**src/pixel_sprite_collision_core_macros.svh**
```systemverilog
// ----------------------------------------------------------------------------
// Assertion macros for the sprite collision core
// Clocked, reset-qualified concurrent assertion wrappers.
// ----------------------------------------------------------------------------
`ifndef PIXEL_SPRITE_COLLISION_CORE_MACROS_SVH
`define PIXEL_SPRITE_COLLISION_CORE_MACROS_SVH

// assert a property on every rising edge outside reset
`define PSC_ASSERT(label, prop, msg) \
    label: assert property (@(posedge i_clk) disable iff (!i_rst_n) (prop)) \
        else $error(msg);

// assert an implication on every rising edge outside reset
`define PSC_ASSERT_IMP(label, ante, cons, msg) \
    label: assert property (@(posedge i_clk) disable iff (!i_rst_n) \
        (ante) |-> (cons)) else $error(msg);

`endif

```
**src/psc_pkg.sv**
```systemverilog
// ----------------------------------------------------------------------------
// psc_pkg
// Shared types and constants of the sprite collision core.
// ----------------------------------------------------------------------------
package psc_pkg;

    localparam int MAX_SPRITE_W_DEF = 64;
    localparam int MAX_SPRITE_H_DEF = 64;

    localparam int COORD_W   = 14;
    localparam int POS_W     = 12;
    localparam int SIZE_W    = 7;
    localparam int PIX_W     = 32;
    localparam int KIND_W    = 2;
    localparam int CFG_IDX_W = 3;
    localparam int IN_DATA_W  = 96;
    localparam int OUT_DATA_W = 40;

    localparam logic [KIND_W-1:0] KIND_WR_A  = 2'd0;
    localparam logic [KIND_W-1:0] KIND_WR_B  = 2'd1;
    localparam logic [KIND_W-1:0] KIND_CHECK = 2'd2;

    localparam logic [CFG_IDX_W-1:0] REG_WIDTH_A    = 3'd0;
    localparam logic [CFG_IDX_W-1:0] REG_HEIGHT_A   = 3'd1;
    localparam logic [CFG_IDX_W-1:0] REG_WIDTH_B    = 3'd2;
    localparam logic [CFG_IDX_W-1:0] REG_HEIGHT_B   = 3'd3;
    localparam logic [CFG_IDX_W-1:0] REG_KEY_A      = 3'd4;
    localparam logic [CFG_IDX_W-1:0] REG_KEY_B      = 3'd5;
    localparam logic [CFG_IDX_W-1:0] REG_ALPHA_MASK = 3'd6;
    localparam logic [CFG_IDX_W-1:0] REG_MODE_FLAGS = 3'd7;

    localparam logic [SIZE_W-1:0] SIZE_RST  = 7'd64;
    localparam logic [PIX_W-1:0]  ALPHA_RST = 32'hFF00_0000;

    typedef struct packed {
        logic wr_a;
        logic wr_b;
        logic load_pos;
        logic box;
        logic init;
        logic issue;
        logic out_load;
        logic out_hit;
    } t_psc_cmd;

    typedef struct packed {
        logic empty;
        logic last_pix;
        logic pair_hit;
    } t_psc_sts;

endpackage

```
**src/psc_ctrl.sv**
```systemverilog
// ----------------------------------------------------------------------------
// psc_ctrl
// Sequencer for pixel loads and overlap scans of the collision core.
// ----------------------------------------------------------------------------
module psc_ctrl (
    input  logic                         i_clk,
    input  logic                         i_rst_n,
    input  logic                         i_s_tvalid,
    input  logic [psc_pkg::KIND_W-1:0]   i_kind,
    output logic                         o_s_tready,
    output logic                         o_m_tvalid,
    input  logic                         i_m_tready,
    input  psc_pkg::t_psc_sts            i_sts,
    output psc_pkg::t_psc_cmd            o_cmd
);

    typedef enum logic [2:0] {
        ST_IDLE,
        ST_BOX,
        ST_INIT,
        ST_SCAN,
        ST_DRAIN,
        ST_DONE
    } t_state;

    t_state r_state, n_state;
    logic   r_hit, n_hit;
    logic   r_m_tvalid, n_m_tvalid;
    logic   s_accept;
    logic   out_free;

    assign o_s_tready = (r_state == ST_IDLE);
    assign s_accept   = i_s_tvalid && o_s_tready;
    assign out_free   = !r_m_tvalid || i_m_tready;
    assign o_m_tvalid = r_m_tvalid;

    always_comb begin
        n_state    = r_state;
        n_hit      = r_hit;
        n_m_tvalid = r_m_tvalid && !i_m_tready;
        o_cmd      = '0;
        o_cmd.out_hit = r_hit;
        unique case (r_state)
            ST_IDLE: begin
                if (s_accept) begin
                    unique case (i_kind)
                        psc_pkg::KIND_WR_A:  o_cmd.wr_a = 1'b1;
                        psc_pkg::KIND_WR_B:  o_cmd.wr_b = 1'b1;
                        psc_pkg::KIND_CHECK: begin
                            o_cmd.load_pos = 1'b1;
                            n_state        = ST_BOX;
                        end
                        default: ;
                    endcase
                end
            end
            ST_BOX: begin
                o_cmd.box = 1'b1;
                n_state   = ST_INIT;
            end
            ST_INIT: begin
                o_cmd.init = 1'b1;
                n_hit      = 1'b0;
                n_state    = i_sts.empty ? ST_DONE : ST_SCAN;
            end
            ST_SCAN: begin
                o_cmd.issue = 1'b1;
                if (i_sts.pair_hit) begin
                    n_hit   = 1'b1;
                    n_state = ST_DONE;
                end else if (i_sts.last_pix) begin
                    n_state = ST_DRAIN;
                end
            end
            ST_DRAIN: begin
                n_hit   = i_sts.pair_hit;
                n_state = ST_DONE;
            end
            ST_DONE: begin
                if (out_free) begin
                    o_cmd.out_load = 1'b1;
                    n_m_tvalid     = 1'b1;
                    n_state        = ST_IDLE;
                end
            end
            default: n_state = ST_IDLE;
        endcase
    end

    always_ff @(posedge i_clk) begin
        if (!i_rst_n) begin
            r_state    <= ST_IDLE;
            r_hit      <= 1'b0;
            r_m_tvalid <= 1'b0;
        end else begin
            r_state    <= n_state;
            r_hit      <= n_hit;
            r_m_tvalid <= n_m_tvalid;
        end
    end

endmodule

```
**config.mk**
```make
export PLATFORM = sky130hd
export DESIGN_NAME = psc_ctrl
export DESIGN_NICKNAME = d
export VERILOG_FILES = /design/src/pixel_sprite_collision_core_macros.svh /design/src/psc_pkg.sv /design/src/psc_ctrl.sv
export SDC_FILE = /design/constraint.sdc
export NUM_CORES = 1
export LEC_CHECK = 0
export BUFFER_PORTS_ARGS = -buffer_cell sky130_fd_sc_hd__buf_2
export CAP_MARGIN = 20
export CELL_PAD_IN_SITES_DETAIL_PLACEMENT = 0
export CELL_PAD_IN_SITES_GLOBAL_PLACEMENT = 2
export CORE_UTILIZATION = 25
export DETAILED_ROUTE_END_ITERATION = 10
export PLACE_DENSITY = 0.86
export SYNTH_ARGS = -nofsm -noshare
export SYNTH_HDL_FRONTEND = slang
export SYNTH_SLANG_ARGS = --single-unit
```
**constraint.sdc**
```tcl
create_clock -name i_clk -period 1.9 [get_ports i_clk]
set_input_delay 0.57 -clock i_clk [delete_from_list [all_inputs] [get_ports i_clk]]
set_output_delay 0.57 -clock i_clk [all_outputs]
set_load 0.005 [all_outputs]
```
# --- Word level (Yosys, flattened, before mapping) ---
# Index checks and enable logic that the tools add are counted.
op_classes:
  n_mux: 21
  n_eq_ne: 12
  div: 0
  order_cmp: 0
  reduce_logical: 10
  multipliers: 0
  bitwise: 0
  n_addsub: 0
  n_shift: 0
op_table:
  columns: ["op", "n"]
  rows:
  - ["3-bit 2-to-1 mux", 8]
  - ["3-bit one-hot mux with 6 select lines", 1]
  - ["1-bit 2-to-1 mux", 11]
  - ["3-bit by 2-bit == test with 1-bit output, second input constant", 2]
  - ["3-bit == test, second input constant", 2]
  - ["2-bit by 1-bit inequality test with 1-bit output, second input constant", 2]
  - ["2-bit inequality test, second input constant", 2]
  - ["4-bit AND reduction", 1]
  - ["3-bit by 1-bit == test with 1-bit output, second input constant", 1]
  - ["3-bit logical NOT", 1]
  - ["3-bit inequality test, second input constant", 1]
  - ["1-bit one-hot mux with 3 select lines", 1]
  - ["3-bit nonzero test", 1]
  - ["2-bit by 1-bit == test with 1-bit output, second input constant", 1]
  - ["2-bit == test, second input constant", 1]
  - ["1-bit logical AND", 2]
  - ["1-bit logical NOT", 2]
  - ["2-bit logical NOT", 1]
  - ["2-bit AND reduction", 1]
  - ["1-bit logical OR", 1]
word_totals:
  output_inout_bits: 10
  latch_bits: 0
  regBits: 5
  memories: 0
  romBits: 0
  inputBits: 9
  ramBits: 0

# --- Longest topological paths before layout ---
depth:
  word_depth: 4
  depth_mapped: 4

# --- Least setup slack after synthesis ---
# Ideal clock, no wire load.
synth_path:
  path_kind: "input to output"
  from: "in i_kind[0] (netlist bit)"
  to: "out o_cmd[5] (netlist bit)"
  path_buffers: 0
  stages: 2
  setup_slack_ps: 387
  arrival_time_ps: 943
  path_cell_list: "nand3b_1 > nor4_1"
synth_lines:
  columns: ["element", "line_no", "rtl"]
  rows:
  - ["start, declared", "psc_ctrl.sv:9", "input logic [psc_pkg::KIND_W-1:0] i_kind,"]
  - ["end, declared", "psc_ctrl.sv:14", "output psc_pkg::t_psc_cmd o_cmd"]

==> flow_summary_export.csv <==
group,metric,value,unit
setup_path,critPathMaxFanout,4,
clocking,root_buffer,"clkbuf_4",
floorplanning,dieArea,1790,sq um
clocking,clock_latency,0.24,ns
route,wl_per_cell,11.0,um
worst_hold_path,hp-class,"reg -> reg",
worst_hold_path,hold_end,"r_hit",
finish,syn2layout_area_growth,30.2,%
global_route,grt_usage,12.7,%
logic_synthesis,netlist_top_cells_count,"dfxtp_1 (5), nor2_1 (4), buf_6 (3), nor3b_1 (3)",
route,remaining_drc_errors,0,
global_route,antenna_found_initial,0,
pwr,swShare,24.3,%
finish,drive_gt1_share,47.8,%
global_route,grt_pass1_vias,411,
pwr,clockPowerShare,42.5,%
finish,n_antenna_cell,0,
logic_synthesis,yosysSeqAreaShare,24.6,%
logic_synthesis,ys_top_cells_by_area,"dfxtp_1 (25%), buf_6 (8.3%), nor3b_1 (5.5%), a2111oi_2 (3.7%), nand3b_1 (3.7%)",
logic_synthesis,synth_edf_count,0,
route,firstDrtPassIters,3,
logic_synthesis,avgSynthCellArea,8.84,sq um
setup_path,cp_cell_sequence,"nor3_2, and4bb_2, buf_2",
pwr,ir_drop,154,uV
logic_synthesis,yosysTopAreaCellShare,24.6,%
timing,period_needed,1.78,ns
setup_path,critical-path-top-delay-family,"simple AND/OR/NAND/NOR gates",
logic_synthesis,netlist_instances,46,
logic_synthesis,synth_cell_types,30,
pwr,pwr-share-comb,18.6,%
timing,finalHoldViolCount,0,
clocking,cts_tree,"yes",
setup_path,slowest_stage,"dfxtp_1",
timing,slew_headroom,80.3,%
pwr,pwr-share-seq,38.9,%
clocking,post_cts_buffers,0,
logic_synthesis,synthArstFlopShare,0,%
route,drtIter0Drc,2,
pwr,power,0.282,mW
place,hpwl,683,um
floorplanning,fp.coreArea,1510,sq um
route,vias_per_cell,4.99,
global_route,grt_max_degree,15,
floorplanning,die_x,42.3,um
floorplanning,pin_count,19,
timing,drv_slew,0,
worst_hold_path,hold_path.startpoint,"r_hit",
timing,maxClockFrequency,563,MHz
pwr,p_int,0.213,mW
clocking,cts.clk_slew.worst_paths,0.04,ns
clocking,hold_buffers,0,
finish,nets,77,
finish,fin_util,35.1,%
setup_path,end_kind,"output pin",
place,io_buffers,18,
global_route,grt_pass1_wl,1770,um
run,max_cap_viol_count,0,
timing,setup_viol,0,
logic_synthesis,synth_flop_cell,"dfxtp_1",
clocking,clockBufferDepth,2,
route,num_vias,414,
route,ant_nets,0,
setup_path,path_buf_inv,1,
setup_path,reg2reg_depth,4,
floorplanning,start_util,27.0,%
pwr,p_per_area,532,nW/um^2
logic_synthesis,yosysMostFrequentCell,"dfxtp_1",
timing,rsz0062_at_grt,"no",
clocking,cts_sinks,5,
logic_synthesis,synth_largest_area_cell,"dfxtp_1",
timing,fin_crit_sh,93.4,%
pwr,power.switching,0.0686,mW
setup_path,slowest_delay,0.31,ns
pwr,p_leak,0.242,nW
setup_path,required,1.33,ns
logic_synthesis,ys_warn_count,0,
setup_path,arrival,1.21,ns
route,routed_wl,917,um
setup_path,r2r_setup_slack,0.76,ns
setup_path,worstSetupStartpointType,"flop",
floorplanning,die_height,42.3,um
timing,setup_tns,0,ns
timing,worst_pin_slew,0.294,ns
clocking,cts_htree_levels,1,
logic_synthesis,ys_seq_elements,5,
status,outcome,"finished clean",
floorplanning,num_rows,14,
timing,worst_clock_skew,0.000365,ns
global_route,overflow,0,
worst_hold_path,hold_depth,2,
setup_path,r2r-end,"r_state[2]",
logic_synthesis,syn_nets,55,
logic_synthesis,netlist_area,407,sq um
setup_path,criticalPathCategory,"reg -> out",
setup_path,r2r_start,"r_state[1]",
place,place_congestion,0.769,
clocking,cts_buffers,3,
[per-stage QoR]
| stage | hold WS [ns] | setup WS, ns | cells | area, sq um |
|---|---|---|---|---|
| global placement | 0.513 | 0.164 | 79 | 498 |
| CTS | 0.517 | 0.00436 | 83 | 524 |
| finish | 0.510 | 0.125 | 83 | 529 |
| floorplan | 0.478 | 0.387 | 46 | 407 |
| detailed placement | 0.511 | 0.158 | 79 | 498 |
| global route | 0.556 | 0.0533 | 83 | 529 |
[layer usage]
layer,up-vias,wire [um],share of wire [%],global-route usage (%)
li1,210,-,-,-
met1,196,454,50,16.1
met2,8,440,48,20.6
met3,0,22,2.4,2.59
met4,0,0,0,5.63
met5,-,0,0,0
[power by group through the flow]
stage          registers (mW)  clock network, mW  logic (mW)
5_1_grt                 0.110              0.137      0.0584
6_report                0.110              0.120      0.0523
3_3_place_gp            0.111                  0      0.0512
2_1_floorplan           0.112                  0      0.0302
3_5_place_dp            0.111                  0      0.0513
4_1_cts                 0.109              0.125      0.0516
[kinds of logic after synthesis]
| kind of cell | after synthesis | synth area share, % |
|---|---|---|
| AO/OA/AOI/OAI | 12 | 23.7 |
| buffers and inverters | 6 | 12.0 |
| flip-flops | 5 | 24.6 |
| AND/OR/NAND/NOR | 23 | 39.7 |
[worst max path at each step]
stage | cells after the start | to | from
finish | 3 | o_cmd[7] | r_state[2]
global route | 3 | o_cmd[6] | r_state[2]
CTS | 3 | o_cmd[7] | r_state[2]
detailed placement | 4 | o_cmd[5] | i_kind[0]
global placement | 4 | o_cmd[5] | i_kind[0]
floorplan | 2 | o_cmd[5] | i_kind[0]
[sequential cells by signal (all words and copies together) (netlist names)]
signal / count
r_hit: 1
o_m_tvalid: 1
r_state: 3
[worst register-to-register path, cell delays in order (launching register included)]
cell	delay, ns
dfxtp_1	0.31
buf_4	0.18
and2b_1	0.21
nand3_1	0.11
a31o_1	0.22
[cell usage in the layout, fill, tap and decap left out, types with 2 or more instances in the layout]
master	count
nor3b_1	3
nand3b_1	2
buf_4	3
a31oi_1	2
nand2_1	2
o21ai_0	2
dfxtp_1	5
inv_1	2
clkbuf_4	3
buf_2	18
nor2_1	4
[what timing repair did]
action                                  in CTS  in global routing
hold endpoints to repair                     0                  0
gates resized for setup                      0                  1
endpoints found under the setup margin       0                  2
[layout make-up]
class                           count  area, sq um
Clock buffer                        4         26.3
Fill cell                         164          977
Inverter                            2         7.51
Multi-Input combinational cell     35          263
Sequential cell                     5          100
Tap cell                           16         20.0
Timing Repair Buffer               21          113
No activity file was read; power rests on OpenSTA's default activity.
